==> src/rtl/core/lmph_pkg.sv <==
// Shared types and constants of the peak-hold level meter.
// No dependencies; every other file of the block refers to it by scoped names.
`default_nettype none

package lmph_pkg;

  localparam int RAW_W  = 24;  // raw meter value, unsigned Q8.16
  localparam int LVL_W  = 17;  // level and peak, Q0.16 with full scale included
  localparam int DB_W   = 16;  // signed Q8.8 dB registers
  localparam int FULL_W = 15;  // unsigned Q7.8 dB full reduction
  localparam int IDX_W  = 2;   // configuration register index
  localparam int POS_W  = 5;   // leading-one position of the raw value
  localparam int FRAC_W = 16;  // fraction bits of the logarithm
  localparam int NUM_W  = 42;  // signed dB numerator in Q.32
  localparam int REM_W  = 41;  // divider remainder
  localparam int DVS_W  = 25;  // divider divisor
  localparam int Q_W    = 16;  // divider quotient

  typedef enum logic [IDX_W-1:0] {
    REG_METER_MODE = 2'd0,
    REG_FLOOR_DB   = 2'd1,
    REG_TOP_DB     = 2'd2,
    REG_FULL_RED   = 2'd3
  } cfg_reg_t;

  typedef struct packed {
    logic              done;
    logic [POS_W-1:0]  pos;
    logic [FRAC_W-1:0] frac;
  } log_res_t;

  typedef struct packed {
    logic           done;
    logic [Q_W-1:0] quotient;
  } div_res_t;

  localparam logic signed [DB_W-1:0] FLOOR_DB_RST = -16'sd15360;
  localparam logic signed [DB_W-1:0] TOP_DB_RST   = 16'sd0;
  localparam logic [FULL_W-1:0]      FULL_RED_RST = 15'd6144;
  localparam logic [FULL_W-1:0]      FULL_RED_MIN = 15'd256;
  localparam logic signed [17:0]     ONE_DB       = 18'sd256;

  localparam logic [LVL_W-1:0] FULL_SCALE   = 17'h10000;
  localparam logic [LVL_W-1:0] PEAK_FALL    = 17'd1311;
  localparam logic [LVL_W-1:0] CHANGE_MIN   = 17'd131;
  localparam logic [14:0]      RELEASE_Q16  = 15'd22938;
  localparam logic [32:0]      RELEASE_RND  = 33'd32768;
  localparam logic [18:0]      DB_PER_LOG2  = 19'd394566;
  localparam logic signed [21:0] LOG2_BIAS  = 22'sd1048576;

endpackage

`default_nettype wire

==> src/rtl/core/lmph_in_if.sv <==
// Input channel of the level meter: one raw meter value per transaction.
// Depends on lmph_pkg for the field width.
`default_nettype none

interface lmph_in_if;
  logic                        valid;
  logic                        ready;
  logic [lmph_pkg::RAW_W-1:0]  raw_value;

  modport source (output valid, output raw_value, input ready);
  modport sink   (input valid, input raw_value, output ready);
endinterface

`default_nettype wire

==> src/rtl/core/lmph_out_if.sv <==
// Result channel of the level meter: level, peak and change flag per transaction.
// Depends on lmph_pkg for the field widths.
`default_nettype none

interface lmph_out_if;
  logic                        valid;
  logic                        ready;
  logic [lmph_pkg::LVL_W-1:0]  level;
  logic [lmph_pkg::LVL_W-1:0]  peak;
  logic                        changed;

  modport source (output valid, output level, output peak, output changed, input ready);
  modport sink   (input valid, input level, input peak, input changed, output ready);
endinterface

`default_nettype wire

==> src/rtl/core/lmph_cfg_if.sv <==
// Configuration write channel of the level meter: register index and data.
// Depends on lmph_pkg for the index width.
`default_nettype none

interface lmph_cfg_if;
  logic                        valid;
  logic                        ready;
  logic [lmph_pkg::IDX_W-1:0]  index;
  logic [15:0]                 data;

  modport source (output valid, output index, output data, input ready);
  modport sink   (input valid, input index, input data, output ready);
endinterface

`default_nettype wire

==> src/rtl/core/lmph_log2.sv <==
// Base-2 logarithm of a nonzero raw value: serial normalisation, then repeated
// squaring of the mantissa with a byte-serial multiplier. Depends on lmph_pkg.
`default_nettype none

module lmph_log2 (
  input  wire logic                          clk,
  input  wire logic                          rst_n,
  input  wire logic                          start,
  input  wire logic [lmph_pkg::RAW_W-1:0]    value,
  output lmph_pkg::log_res_t                 res
);

  localparam int ITER_W = $clog2(lmph_pkg::FRAC_W);
  localparam logic [lmph_pkg::POS_W-1:0] POS_TOP = lmph_pkg::POS_W'(lmph_pkg::RAW_W - 1);
  localparam logic [ITER_W-1:0] ITER_LAST = ITER_W'(lmph_pkg::FRAC_W - 1);

  typedef enum logic [1:0] {L_IDLE, L_NORM, L_SQR} lstate_t;

  lstate_t                        state_r;
  logic [31:0]                    m_r;
  logic [31:0]                    mb_r;
  logic [63:0]                    prod_r;
  logic [lmph_pkg::POS_W-1:0]     pos_r;
  logic [lmph_pkg::FRAC_W-1:0]    frac_r;
  logic [ITER_W-1:0]              iter_r;
  logic [1:0]                     dig_r;
  logic                           done_r;

  logic [39:0] sum;
  logic [63:0] prod_nxt;
  logic [31:0] m_nxt;

  // One byte of the multiplier per cycle; the accumulator shifts right by a byte.
  assign sum      = {8'd0, prod_r[63:32]} + 40'(m_r * mb_r[7:0]);
  assign prod_nxt = {sum, prod_r[31:8]};
  assign m_nxt    = prod_nxt[63] ? prod_nxt[63:32] : prod_nxt[62:31];

  always_ff @(posedge clk) begin
    if (!rst_n) begin
      state_r <= L_IDLE;
      done_r  <= 1'b0;
    end else begin
      done_r <= 1'b0;
      unique case (state_r)
        L_IDLE: begin
          if (start) begin
            m_r     <= {value, 8'd0};
            pos_r   <= POS_TOP;
            frac_r  <= '0;
            state_r <= L_NORM;
          end
        end
        L_NORM: begin
          if (pos_r != '0 && !m_r[31]) begin
            m_r   <= m_r << 1;
            pos_r <= pos_r - 1'b1;
          end else begin
            mb_r    <= m_r;
            prod_r  <= '0;
            iter_r  <= '0;
            dig_r   <= '0;
            state_r <= L_SQR;
          end
        end
        L_SQR: begin
          if (dig_r == 2'd3) begin
            frac_r <= {frac_r[lmph_pkg::FRAC_W-2:0], prod_nxt[63]};
            m_r    <= m_nxt;
            mb_r   <= m_nxt;
            prod_r <= '0;
            iter_r <= iter_r + 1'b1;
            if (iter_r == ITER_LAST) begin
              state_r <= L_IDLE;
              done_r  <= 1'b1;
            end
          end else begin
            prod_r <= prod_nxt;
            mb_r   <= mb_r >> 8;
          end
          dig_r <= dig_r + 1'b1;
        end
        default: state_r <= L_IDLE;
      endcase
    end
  end

  assign res.done = done_r;
  assign res.pos  = pos_r;
  assign res.frac = frac_r;

endmodule

`default_nettype wire

==> src/rtl/core/lmph_div.sv <==
// Restoring divider, one quotient bit per cycle, for quotients below 2^16.
// Depends on lmph_pkg for widths and the result struct.
`default_nettype none

module lmph_div (
  input  wire logic                          clk,
  input  wire logic                          rst_n,
  input  wire logic                          start,
  input  wire logic [lmph_pkg::REM_W-1:0]    dividend,
  input  wire logic [lmph_pkg::DVS_W-1:0]    divisor,
  output lmph_pkg::div_res_t                 res
);

  localparam int DS_W  = lmph_pkg::DVS_W + lmph_pkg::Q_W - 1;
  localparam int CNT_W = $clog2(lmph_pkg::Q_W);
  localparam logic [CNT_W-1:0] CNT_LAST = CNT_W'(lmph_pkg::Q_W - 1);

  logic [lmph_pkg::REM_W-1:0] rem_r;
  logic [DS_W-1:0]            ds_r;
  logic [lmph_pkg::Q_W-1:0]   q_r;
  logic [CNT_W-1:0]           cnt_r;
  logic                       busy_r;
  logic                       done_r;
  logic                       ge;

  assign ge = rem_r >= lmph_pkg::REM_W'(ds_r);

  always_ff @(posedge clk) begin
    if (!rst_n) begin
      busy_r <= 1'b0;
      done_r <= 1'b0;
    end else begin
      done_r <= 1'b0;
      if (busy_r) begin
        if (ge) begin
          rem_r <= rem_r - lmph_pkg::REM_W'(ds_r);
        end
        q_r   <= {q_r[lmph_pkg::Q_W-2:0], ge};
        ds_r  <= ds_r >> 1;
        cnt_r <= cnt_r + 1'b1;
        if (cnt_r == CNT_LAST) begin
          busy_r <= 1'b0;
          done_r <= 1'b1;
        end
      end else if (start) begin
        rem_r  <= dividend;
        ds_r   <= {divisor, (lmph_pkg::Q_W-1)'(0)};
        cnt_r  <= '0;
        busy_r <= 1'b1;
      end
    end
  end

  assign res.done     = done_r;
  assign res.quotient = q_r;

endmodule

`default_nettype wire

==> src/rtl/core/level_meter_peak_hold.sv <==
// Peak-hold level meter. Each input transaction carries one raw meter value and
// yields exactly one result transaction holding the displayed level, the held
// peak marker and a flag that is set when either moved by more than 131 units
// of Q0.16. In level mode (meter_mode 0) the value is a linear gain in Q8.16; it
// is turned into decibels by a base-2 logarithm and placed between the floor
// and top registers. In gain reduction mode (meter_mode 1) the value is a
// reduction in dB and is divided by full_reduction_db. The level rises at once
// and releases by 0.35 of the gap per transaction; the peak follows rises, holds
// for HOLD_TICKS transactions and then falls by 0.02 per transaction, never
// below the level. One item is processed at a time. In level mode the
// leading-one search shifts the value one bit a cycle, and the 16 fraction
// bits of the logarithm come from 16 squarings on a byte-serial 32 by 8
// multiplier, followed by a restoring division; the division is skipped when
// the target is clamped. In reduction mode the result comes from the
// division. A zero gain or a clamped reduction skips the serial units. Input
// is taken again in the cycle after the result register is loaded, and a
// stalled output holds the finished result until the register is free. The
// next item is accepted while a finished result still waits on the output.
// Configuration writes are always accepted and must only be made while the
// block is idle.
`default_nettype none

module level_meter_peak_hold #(
  parameter int HOLD_TICKS = 24
) (
  input  wire logic         clk,
  input  wire logic         rst_n,
  lmph_in_if.sink           in_chan,
  lmph_out_if.source        out_chan,
  lmph_cfg_if.sink          cfg_chan
);

  localparam int HOLD_W = $clog2(HOLD_TICKS + 1);
  localparam logic [HOLD_W-1:0] HOLD_LOAD = HOLD_W'(HOLD_TICKS);
  localparam int LVL_W = lmph_pkg::LVL_W;

  typedef enum logic [3:0] {
    S_IDLE, S_LOGW, S_MULT, S_SUBN, S_CHK, S_DIVW, S_REL, S_UPDL, S_UPDP
  } state_t;

  // Configuration registers.
  logic                              mode_r;
  logic signed [lmph_pkg::DB_W-1:0]  floor_r;
  logic signed [lmph_pkg::DB_W-1:0]  top_r;
  logic [lmph_pkg::FULL_W-1:0]       full_r;

  // Sequencer and meter state.
  state_t                            state_r;
  logic [lmph_pkg::RAW_W-1:0]        raw_r;
  logic signed [lmph_pkg::NUM_W-1:0] db_r;
  logic signed [lmph_pkg::NUM_W-1:0] num_r;
  logic [LVL_W-1:0]                  target_r;
  logic                              up_r;
  logic [LVL_W-1:0]                  dec_r;
  logic [LVL_W-1:0]                  shown_r;
  logic [LVL_W-1:0]                  prev_level_r;
  logic [LVL_W-1:0]                  peak_r;
  logic [HOLD_W-1:0]                 hold_r;

  // Serial unit control.
  logic                              log_go_r;
  logic                              div_go_r;
  logic [lmph_pkg::REM_W-1:0]        div_dvd_r;
  logic [lmph_pkg::DVS_W-1:0]        div_dvs_r;
  lmph_pkg::log_res_t                log_res;
  lmph_pkg::div_res_t                div_res;

  // Output register.
  logic                              out_valid_r;
  logic [LVL_W-1:0]                  out_level_r;
  logic [LVL_W-1:0]                  out_peak_r;
  logic                              out_changed_r;

  logic                              in_fire;
  logic                              out_free;

  // Effective dB range: at least 1 dB wide whatever the registers hold.
  logic signed [17:0]                floor_x;
  logic signed [17:0]                top_x;
  logic signed [17:0]                lo;
  logic signed [17:0]                hi;
  logic signed [17:0]                span;
  logic signed [lmph_pkg::NUM_W-1:0] lo_sh;
  logic signed [lmph_pkg::NUM_W-1:0] den;
  logic [lmph_pkg::FULL_W-1:0]       full_eff;

  logic signed [21:0]                log_g;
  logic signed [19:0]                db_k;
  logic signed [lmph_pkg::NUM_W-1:0] db_nxt;

  logic [LVL_W-1:0]                  gap;
  logic [32:0]                       rel_sum;
  logic [LVL_W-1:0]                  dec_nxt;

  logic [LVL_W-1:0]                  peak_nxt;
  logic [HOLD_W-1:0]                 hold_nxt;
  logic signed [LVL_W:0]             fall;
  logic [LVL_W-1:0]                  dl;
  logic [LVL_W-1:0]                  dp;
  logic                              changed_nxt;

  assign in_fire  = in_chan.valid && in_chan.ready;
  assign out_free = !out_valid_r || out_chan.ready;

  assign floor_x  = 18'(floor_r);
  assign top_x    = 18'(top_r);
  assign lo       = (floor_x < top_x - lmph_pkg::ONE_DB) ? floor_x : top_x - lmph_pkg::ONE_DB;
  assign hi       = (top_x > lo + lmph_pkg::ONE_DB) ? top_x : lo + lmph_pkg::ONE_DB;
  assign span     = hi - lo;
  assign lo_sh    = {lo, 24'd0};
  assign den      = {span, 24'd0};
  assign full_eff = (full_r < lmph_pkg::FULL_RED_MIN) ? lmph_pkg::FULL_RED_MIN : full_r;

  // dB in Q.32 from the Q.16 logarithm of the gain, which is biased by 16 octaves.
  assign log_g  = $signed({1'b0, log_res.pos, log_res.frac}) - lmph_pkg::LOG2_BIAS;
  assign db_k   = $signed({1'b0, lmph_pkg::DB_PER_LOG2});
  assign db_nxt = log_g * db_k;

  // Release step, rounded to nearest; only used when the target lies below.
  assign gap     = shown_r - target_r;
  assign rel_sum = 33'(gap * lmph_pkg::RELEASE_Q16) + lmph_pkg::RELEASE_RND;
  assign dec_nxt = rel_sum[32:16];

  // Peak hold and fall, then the change flag against the previous result.
  assign fall = $signed({1'b0, peak_r}) - $signed({1'b0, lmph_pkg::PEAK_FALL});

  always_comb begin
    priority if (shown_r >= peak_r) begin
      peak_nxt = shown_r;
      hold_nxt = HOLD_LOAD;
    end else if (hold_r != '0) begin
      peak_nxt = peak_r;
      hold_nxt = hold_r - 1'b1;
    end else begin
      peak_nxt = (fall > $signed({1'b0, shown_r})) ? fall[LVL_W-1:0] : shown_r;
      hold_nxt = hold_r;
    end
  end

  assign dl = (shown_r > prev_level_r) ? shown_r - prev_level_r : prev_level_r - shown_r;
  assign dp = (peak_nxt > peak_r) ? peak_nxt - peak_r : peak_r - peak_nxt;
  assign changed_nxt = (dl > lmph_pkg::CHANGE_MIN) || (dp > lmph_pkg::CHANGE_MIN);

  // Configuration writes are taken in any cycle.
  always_ff @(posedge clk) begin
    if (!rst_n) begin
      mode_r  <= 1'b0;
      floor_r <= lmph_pkg::FLOOR_DB_RST;
      top_r   <= lmph_pkg::TOP_DB_RST;
      full_r  <= lmph_pkg::FULL_RED_RST;
    end else if (cfg_chan.valid) begin
      unique case (lmph_pkg::cfg_reg_t'(cfg_chan.index))
        lmph_pkg::REG_METER_MODE: mode_r  <= cfg_chan.data[0];
        lmph_pkg::REG_FLOOR_DB:   floor_r <= $signed(cfg_chan.data);
        lmph_pkg::REG_TOP_DB:     top_r   <= $signed(cfg_chan.data);
        lmph_pkg::REG_FULL_RED:   full_r  <= cfg_chan.data[lmph_pkg::FULL_W-1:0];
        default:                  mode_r  <= mode_r;
      endcase
    end
  end

  // Sequencer: target computation, ballistics and the output register.
  always_ff @(posedge clk) begin
    if (!rst_n) begin
      state_r     <= S_IDLE;
      log_go_r    <= 1'b0;
      div_go_r    <= 1'b0;
      out_valid_r <= 1'b0;
      shown_r     <= '0;
      peak_r      <= '0;
      hold_r      <= '0;
    end else begin
      log_go_r <= 1'b0;
      div_go_r <= 1'b0;
      if (out_valid_r && out_chan.ready) begin
        out_valid_r <= 1'b0;
      end
      unique case (state_r)
        S_IDLE: begin
          if (in_fire) begin
            raw_r <= in_chan.raw_value;
            if (mode_r) begin
              // Reduction mode: clamp when the quotient would reach full scale.
              if (in_chan.raw_value >= lmph_pkg::RAW_W'({full_eff, 8'd0})) begin
                target_r <= lmph_pkg::FULL_SCALE;
                state_r  <= S_REL;
              end else begin
                div_dvd_r <= lmph_pkg::REM_W'({in_chan.raw_value, 8'd0});
                div_dvs_r <= lmph_pkg::DVS_W'(full_eff);
                div_go_r  <= 1'b1;
                state_r   <= S_DIVW;
              end
            end else if (in_chan.raw_value == '0) begin
              // A zero gain sits at the floor.
              target_r <= '0;
              state_r  <= S_REL;
            end else begin
              log_go_r <= 1'b1;
              state_r  <= S_LOGW;
            end
          end
        end
        S_LOGW: begin
          if (log_res.done) begin
            state_r <= S_MULT;
          end
        end
        S_MULT: begin
          db_r    <= db_nxt;
          state_r <= S_SUBN;
        end
        S_SUBN: begin
          num_r   <= db_r - lo_sh;
          state_r <= S_CHK;
        end
        S_CHK: begin
          priority if (num_r <= 0) begin
            target_r <= '0;
            state_r  <= S_REL;
          end else if (num_r >= den) begin
            target_r <= lmph_pkg::FULL_SCALE;
            state_r  <= S_REL;
          end else begin
            div_dvd_r <= num_r[lmph_pkg::REM_W-1:0];
            div_dvs_r <= {span[16:0], 8'd0};
            div_go_r  <= 1'b1;
            state_r   <= S_DIVW;
          end
        end
        S_DIVW: begin
          if (div_res.done) begin
            target_r <= LVL_W'(div_res.quotient);
            state_r  <= S_REL;
          end
        end
        S_REL: begin
          up_r    <= target_r > shown_r;
          dec_r   <= dec_nxt;
          state_r <= S_UPDL;
        end
        S_UPDL: begin
          prev_level_r <= shown_r;
          shown_r      <= up_r ? target_r : shown_r - dec_r;
          state_r      <= S_UPDP;
        end
        S_UPDP: begin
          // The peak moves only once the result can be placed in the output register.
          if (out_free) begin
            peak_r        <= peak_nxt;
            hold_r        <= hold_nxt;
            out_valid_r   <= 1'b1;
            out_level_r   <= shown_r;
            out_peak_r    <= peak_nxt;
            out_changed_r <= changed_nxt;
            state_r       <= S_IDLE;
          end
        end
        default: state_r <= S_IDLE;
      endcase
    end
  end

  lmph_log2 u_log2 (
    .clk   (clk),
    .rst_n (rst_n),
    .start (log_go_r),
    .value (raw_r),
    .res   (log_res)
  );

  lmph_div u_div (
    .clk      (clk),
    .rst_n    (rst_n),
    .start    (div_go_r),
    .dividend (div_dvd_r),
    .divisor  (div_dvs_r),
    .res      (div_res)
  );

  assign in_chan.ready    = (state_r == S_IDLE);
  assign cfg_chan.ready   = 1'b1;
  assign out_chan.valid   = out_valid_r;
  assign out_chan.level   = out_level_r;
  assign out_chan.peak    = out_peak_r;
  assign out_chan.changed = out_changed_r;

endmodule

`default_nettype wire

==> src/flat_wrapper.sv <==
// flat-port wrapper written by rule: the top's interface ports become plain ports
module level_meter_peak_hold_flat 
#(
  parameter int HOLD_TICKS = 24
)
  (clk, rst_n, in_chan_valid, in_chan_raw_value, in_chan_ready, out_chan_valid, out_chan_level, out_chan_peak, out_chan_changed, out_chan_ready, cfg_chan_valid, cfg_chan_index, cfg_chan_data, cfg_chan_ready);
  lmph_in_if in_chan_i ();
  lmph_out_if out_chan_i ();
  lmph_cfg_if cfg_chan_i ();
  input  wire logic clk;
  input  wire logic rst_n;
  input wire logic [$bits(in_chan_i.valid)-1:0] in_chan_valid;
  input wire logic [$bits(in_chan_i.raw_value)-1:0] in_chan_raw_value;
  output wire logic [$bits(in_chan_i.ready)-1:0] in_chan_ready;
  output wire logic [$bits(out_chan_i.valid)-1:0] out_chan_valid;
  output wire logic [$bits(out_chan_i.level)-1:0] out_chan_level;
  output wire logic [$bits(out_chan_i.peak)-1:0] out_chan_peak;
  output wire logic [$bits(out_chan_i.changed)-1:0] out_chan_changed;
  input wire logic [$bits(out_chan_i.ready)-1:0] out_chan_ready;
  input wire logic [$bits(cfg_chan_i.valid)-1:0] cfg_chan_valid;
  input wire logic [$bits(cfg_chan_i.index)-1:0] cfg_chan_index;
  input wire logic [$bits(cfg_chan_i.data)-1:0] cfg_chan_data;
  output wire logic [$bits(cfg_chan_i.ready)-1:0] cfg_chan_ready;
  assign in_chan_i.valid = in_chan_valid;
  assign in_chan_i.raw_value = in_chan_raw_value;
  assign in_chan_ready = in_chan_i.ready;
  assign out_chan_valid = out_chan_i.valid;
  assign out_chan_level = out_chan_i.level;
  assign out_chan_peak = out_chan_i.peak;
  assign out_chan_changed = out_chan_i.changed;
  assign out_chan_i.ready = out_chan_ready;
  assign cfg_chan_i.valid = cfg_chan_valid;
  assign cfg_chan_i.index = cfg_chan_index;
  assign cfg_chan_i.data = cfg_chan_data;
  assign cfg_chan_ready = cfg_chan_i.ready;
  level_meter_peak_hold #(.HOLD_TICKS(HOLD_TICKS)) u_core (.clk(clk), .rst_n(rst_n), .in_chan(in_chan_i), .out_chan(out_chan_i), .cfg_chan(cfg_chan_i));
endmodule
==> config.mk <==
export PLATFORM = sky130hd
export DESIGN_NAME = level_meter_peak_hold_flat
export DESIGN_NICKNAME = d
export VERILOG_FILES = /design/src/rtl/core/lmph_pkg.sv /design/src/rtl/core/lmph_in_if.sv /design/src/rtl/core/lmph_out_if.sv /design/src/rtl/core/lmph_cfg_if.sv /design/src/rtl/core/lmph_log2.sv /design/src/rtl/core/lmph_div.sv /design/src/rtl/core/level_meter_peak_hold.sv /design/src/flat_wrapper.sv
export SDC_FILE = /design/constraint.sdc
export NUM_CORES = 2
export LEC_CHECK = 0
export ABC_AREA = 1
export BUFFER_PORTS_ARGS = -buffer_cell sky130_fd_sc_hd__buf_2
export CAP_MARGIN = 25
export CORE_UTILIZATION = 58
export DETAILED_ROUTE_END_ITERATION = 8
export PLACE_DENSITY = 0.75
export SKIP_CTS_REPAIR_TIMING = 1
export SLEW_MARGIN = 20
export SYNTH_ARGS = -nofsm -noshare
export SYNTH_HDL_FRONTEND = slang
export SYNTH_SLANG_ARGS = --single-unit
==> constraint.sdc <==
create_clock -name clk -period 15.55 [get_ports clk]
set_input_delay 1.555 -clock clk [delete_from_list [all_inputs] [get_ports clk]]
set_output_delay 1.555 -clock clk [all_outputs]
set_load 0.05 [all_outputs]
# Word level (Yosys, flattened, before mapping)

Cells that the tools add are included.

Add/sub/neg operators: 20
$mul: 3
Magnitude comparators: 14
Equality and inequality tests: 33
Mux-type cells: 90
Bitwise gates (word level): 3
Reduce and logical (&&, ||, !) cells: 47

Operators with widths:

| operator                 | number |
|---|---|
| $mux W41                 | 8 |
| $mux W17                 | 13 |
| $mux W32                 | 6 |
| $mux W64                 | 2 |
| $pmux W64 S2             | 1 |
| $mux W25                 | 5 |
| $sub A17 B17 Y17         | 6 |
| $pmux W32 S3             | 1 |
| $pmux W41 S2             | 1 |
| $pmux W32 S2             | 1 |
| $gt A17 B17 Y1           | 3 |
| $pmux W17 S3             | 1 |
| $pmux W25 S2             | 1 |
| $ge A42 B42 Y1           | 1 |
| $le A42 B1 Y1 const B    | 1 |
| $sub A42 B42 Y42         | 1 |
| $ge A41 B40 Y1           | 1 |
| $mul A22 B19 Y41 const B | 1 |
| $sub A41 B40 Y41         | 1 |
| $add A32 B40 Y40         | 1 |
| $mul A32 B8 Y40          | 1 |
| $mux W4                  | 10 |
| $mux W40                 | 1 |
| $mux W39                 | 1 |
| other kinds (57)         | 141 |

Register bits after elaboration: 615
Word-level logic and storage cells: 249

# Longest topological paths before layout

Depth in word-level cells: 11
Mapped depth: 62
Depth with buffers taken out: 61

# By module

Synthesis repeated with hierarchy kept, for this count alone.

Cell total of the unflattened synthesis: 6,864
Area, all modules: 56,150.1 um^2

Modules (own cells, without submodules):

| module                | instances | cells each | area each (um^2) | sequential area each (um^2) |
|---|---|---|---|---|
| level_meter_peak_hold | 1         | 3,887      | 33,350.7         | 9,629.2 |
| lmph_log2             | 1         | 1,970      | 15,459.8         | 3,753.6 |
| lmph_div              | 1         | 1,007      | 7,339.5          | 3,072.9 |

# Worst setup path after synthesis

OpenSTA, ideal clock, no wires.

Kind: register -> register
Start point: reg u_core.top_r[8] (netlist bit)
End point: reg u_core.div_dvd_r[10] (netlist bit), enable pin
Arrival time: 11.156 ns
Data required time: 15.041 ns
Setup slack: 3.885 ns
Cell stages (with the launch flop): 56
Buffers on the path: 1
Period minus slack after synthesis: 11.665 ns
Cells stage by stage: dfxtp_1 > inv_2 > ha_1 > nand4_1 > nand2_1 > inv_1 > ha_1 > inv_1 > nor2_2 > nand3_2 > nand4_2 > nand2_4 > nand2_1 > o21ai_2 > inv_1 > ha_1 > nand3_2 > nor2_2 > [... 20 more ...] > or2_2 > nand2_1 > nand2_1 > nand2_2 > nand2_2 > nand2_2 > nand3b_1 > nand3b_1 > nand2_2 > ha_1 > inv_1 > nor4_1 > o2111ai_1 > nand3_1 > o21ai_0 > nor2_1 > nand2_1 > a21oi_1

Word-level cells in the longest chain between the ends: 10

RTL lines:

| what                                 | RTL line                     | source |
|---|---|---|
| from (decl)                          | level_meter_peak_hold.sv:44  | `logic signed [lmph_pkg::DB_W-1:0] top_r;` |
| from (signal assigned)               | level_meter_peak_hold.sv:149 | `top_r <= lmph_pkg::TOP_DB_RST;` |
| from (signal assigned)               | level_meter_peak_hold.sv:155 | `lmph_pkg::REG_TOP_DB: top_r <= $signed(cfg_chan.data);` |
| $sub A16 B10 Y17                     | level_meter_peak_hold.sv:107 | `assign lo = (floor_x < top_x - lmph_pkg::ONE_DB) ? floor_x : top_x - lmph_pkg::ONE_DB;` |
| $lt A16 B17 Y1                       | level_meter_peak_hold.sv:107 |  |
| $mux W18                             | level_meter_peak_hold.sv:107 |  |
| $add A18 B10 Y18                     | level_meter_peak_hold.sv:108 | `assign hi = (top_x > lo + lmph_pkg::ONE_DB) ? top_x : lo + lmph_pkg::ONE_DB;` |
| $gt A16 B18 Y1                       | level_meter_peak_hold.sv:108 |  |
| $mux W18                             | level_meter_peak_hold.sv:108 |  |
| $sub A18 B18 Y18 *                   | level_meter_peak_hold.sv:109 | `assign span = hi - lo;` |
| $ge A42 B42 Y1 *                     | level_meter_peak_hold.sv:220 | `end else if (num_r >= den) begin` |
| $ne A2 B2 Y1 (no source line) *      | n/a                          |  |
| $reduce_and A7 Y1 (no source line) * | n/a                          |  |
| to (signal assigned)                 | level_meter_peak_hold.sv:188 | `div_dvd_r <= lmph_pkg::REM_W'({in_chan.raw_value, 8'd0});` |
| to (signal assigned)                 | level_meter_peak_hold.sv:224 | `div_dvd_r <= num_r[lmph_pkg::REM_W-1:0];` |
| to (decl)                            | level_meter_peak_hold.sv:63  | `logic [lmph_pkg::REM_W-1:0] div_dvd_r;` |

Every way passes the cells marked *; elsewhere a longest branch is shown, timed or not.
A chain may end at the register's enable or synchronous reset.

# Worst setup path in the final report

Start point: reg u_core.top_r[8] (netlist bit)
End point: reg u_core.div_dvs_r[7] (netlist bit), enable pin

Word-level cells in the longest chain between the ends: 10

RTL lines:

| what                                 | RTL line                     | source |
|---|---|---|
| $sub A16 B10 Y17                     | level_meter_peak_hold.sv:107 |  |
| $lt A16 B17 Y1                       | level_meter_peak_hold.sv:107 |  |
| $mux W18                             | level_meter_peak_hold.sv:107 |  |
| $add A18 B10 Y18                     | level_meter_peak_hold.sv:108 |  |
| $gt A16 B18 Y1                       | level_meter_peak_hold.sv:108 |  |
| $mux W18                             | level_meter_peak_hold.sv:108 |  |
| $sub A18 B18 Y18 *                   | level_meter_peak_hold.sv:109 |  |
| $ge A42 B42 Y1 *                     | level_meter_peak_hold.sv:220 |  |
| $ne A2 B2 Y1 (no source line) *      | n/a                          |  |
| $reduce_and A7 Y1 (no source line) * | n/a                          |  |
| to (signal assigned)                 | level_meter_peak_hold.sv:189 | `div_dvs_r <= lmph_pkg::DVS_W'(full_eff);` |
| to (signal assigned)                 | level_meter_peak_hold.sv:225 | `div_dvs_r <= {span[16:0], 8'd0};` |
| to (decl)                            | level_meter_peak_hold.sv:64  | `logic [lmph_pkg::DVS_W-1:0] div_dvs_r;` |

Marks and branches as above.

==> impl_metrics.csv <==
group,metric,value,unit
outcome,status,"complete, no violations",
routing,top_layer_used,"met4",
sta,maxClockFrequency,87.4,MHz
logic_synthesis,ys_types,64,
routing,drt_pass1_iterations,6,
floorplanning,die_w,310,um
floorplanning,die_h,310,um
sta,fin_skew,0.0212,ns
global_route,grt_pass1_wl,227000,um
logic_synthesis,ys_seq_area_frac,0.299,
final_layout,syn2layout_area_growth,7.03,%
worst_setup_path,startpoint,"u_core.top_r[8]",
routing,wl_met3,9010,um
routing,postRouteAntennaNets,0,
sta,setup_viol,0,
final_layout,fin_area,0.0589,mm2
placed_design,gp_congestion,0.977,
sta,slew_headroom,0.326,
sta,timing.final.crit_period,11.44,ns
clock_network,clock_latency,0.62,ns
routing,dr_wl_met2,65900,um
floorplanning,die_area,0.0961,mm2
logic_synthesis,syn_area,0.0550,mm2
global_route,grt_remaining_overflow,0,
final_layout,fillCellCount,8076,
logic_synthesis,synthesis.nets,7575,
worst_setup_path,max_stage_delay,0.65,ns
routing,remaining_drc_errors,0,
worst_setup_path,critPathLaunchType,"register",
logic_synthesis,async_reset_ff_frac,0,
final_layout,drive_gt1_frac,0.0547,
final_layout,nets,7600,
final_layout,final_core_util,0.629,
sta,post-route-period-util,0.736,
sta,tightest_slew,0.998,ns
placed_design,placed_area,0.0567,mm2
logic_synthesis,synth_warnings,0,
floorplanning,num_rows,112,
final_layout,regArea,0.0165,mm2
sta,hold_violations,0,
logic_synthesis,synth_cells,6501,
logic_synthesis,ys_ff_latch,581,
worst_setup_path,cp_max_fo,65,
routing,routed_wl,141000,um
worst_setup_path,end_kind,"register",
placed_design,hpwl,113000,um
global_route,grt_pass1_vias,43300,
worst_setup_path,crit_type,"reg -> reg",
sta,rsz0062_at_grt,"no",
clock_network,cts.sinks,581,
logic_synthesis,synth_area_per_cell,8.46,um2
global_route,antenna_found_initial,1,
worst_setup_path,r2r_start,"u_core.top_r[8]",
sta,slew_viol_final,0,
floorplanning,ios,85,
routing,drt_iter0_markers,3443,
global_route,grt_use_total,0.297,
routing,vias,43800,
worst_setup_path,critPathRequiredTime,15.80,ns
hold_path,hold_start,"u_core.db_r[2]",
clock_network,cts_tree,"built",
clock_network,clockBufferDepth,3,
placed_design,port-buffer-count,83,
logic_synthesis,ys.flop_type,"edfxtp_1",
logic_synthesis,synth_edf_count,482,
routing,post_drt_wl_per_cell,18.0,um
routing,avgViaCountPerCell,5.60,
clock_network,clockRootBuffer,"clkbuf_16",
routing,wl_met1,62200,um
clock_network,htree_num_levels,3,
final_layout,multi_input_area,0.0332,mm2
worst_setup_path,worst_ep_arrival_time,11.69,ns
floorplanning,core-area,0.0936,mm2
floorplanning,start_util,0.588,
clock_network,clk_pin_slew_worst_paths,0.06,ns
hold_path,hold_path.class,"reg -> reg",
worst_setup_path,crit_slowest_cell,"buf_4",
run,cap_violations,0,
global_route,grt_max_degree,88,
sta,setup_tns,0,ns
clock_network,cts_buffers,66,
## registers in the layout, indices dropped and copies added, names as in the netlist, 25 cells and up
signal                cells
u_core.div_dvd_r         40
u_core.db_r              41
u_core.num_r             41
u_core.div_dvs_r         25
u_core.u_log2.prod_r     32
u_core.u_log2.m_r        32
u_core.u_log2.mb_r       32
u_core.u_div.ds_r        40
u_core.u_div.rem_r       41
## cell usage in the layout (no fill, tap or decap), types with 99 or more instances in the layout
cell      netlist  layout
edfxtp_1      482     482
nand2_1      1244    1244
o21ai_0       339     339
fa_1          386     386
xor2_1        166     165
nor2_1        403     395
inv_1        1252    1250
a21oi_1       457     455
nand3_1       226     226
dfxtp_1        99      99
ha_1          641     641
## metrics by stage
| stage | hold slack [ns] | worst slack [ns] | cells |
|---|---|---|---|
| floorplan | 0.400 | 3.88 | 6501 |
| global placement | 0.402 | 4.58 | 7709 |
| detailed placement | 0.405 | 4.30 | 7710 |
| CTS | 0.415 | 4.24 | 7831 |
| global route | 0.418 | 3.25 | 7833 |
| finish | 0.414 | 4.11 | 7834 |
## worst max-delay path, delay by kind of cell (launching register included)
family	cells	cell delay (ns)
AND/OR/NAND/NOR	25	3.47
flip-flops	1	0.38
AO/OA/AOI/OAI	12	2.72
buffers and inverters	8	1.89
adder cells (fa/ha/maj)	6	2.01
XOR/XNOR	2	0.41
## kinds of logic (layout without fill, tap and decap cells)
kind of cell	count (synthesis)	after routing	synth area share
flops	581	581	0.299
compound gates	1083	1083	0.111
buf+inv	1438	1516	0.0988
simple gates	2106	2106	0.162
xor+xnor	259	259	0.0417
other cells	1	2	0.0000682
mux	6	6	0.00109
fa+ha+maj	1027	1027	0.286
## Yosys cell counts (14+ instances only)
library cell | count | area share
a21o_1 | 30 | 0.0041
nor4_1 | 30 | 0.0034
o211ai_1 | 73 | 0.010
nor2_1 | 403 | 0.028
o21ai_1 | 15 | 0.0014
xnor2_1 | 90 | 0.014
nand3_1 | 226 | 0.021
a21oi_1 | 457 | 0.042
dfxtp_1 | 99 | 0.036
edfxtp_1 | 482 | 0.26
nor3_1 | 48 | 0.0044
clkbuf_1 | 133 | 0.0091
xor2_1 | 166 | 0.026
ha_1 | 641 | 0.15
o21a_1 | 29 | 0.0040
o21bai_1 | 14 | 0.0019
a31oi_1 | 39 | 0.0044
nand4_1 | 49 | 0.0056
or2_2 | 21 | 0.0024
nand2_1 | 1244 | 0.085
inv_1 | 1252 | 0.085
o21ai_0 | 339 | 0.031
fa_1 | 386 | 0.14
nand2_2 | 27 | 0.0031
## per-layer routing
metal,vias up,GRT usage
met5,-,0
met2,1350,0.493
li1,21200,-
met3,240,0.0409
met1,21100,0.407
met4,0,0.0839
## path summary, 6_finish.rpt
path                            slack, ns                   to  cells after the start
worst max-delay path                 4.11  u_core.div_dvs_r[7]                     53
worst min-delay path                 0.41      u_core.num_r[2]                      0
worst max register to register       4.11  u_core.div_dvs_r[7]                     53
worst min register to register       0.41      u_core.num_r[2]                      0
## layout make-up
| class | count | share of cell area |
|---|---|---|
| flip-flops and latches | 581 | 0.280 |
| diodes | 1 | 0.0000425 |
| inverters | 1269 | 0.0809 |
| well taps | 1254 | 0.0267 |
| clock buffers | 81 | 0.0295 |
| repair buffers | 126 | 0.0132 |
| multi-input cells | 4482 | 0.564 |
| clock inverters | 40 | 0.00610 |
Power is left out: the tool's default activity adds up to more than one toggle a clock period on the data nets, which glitch-free logic cannot reach.
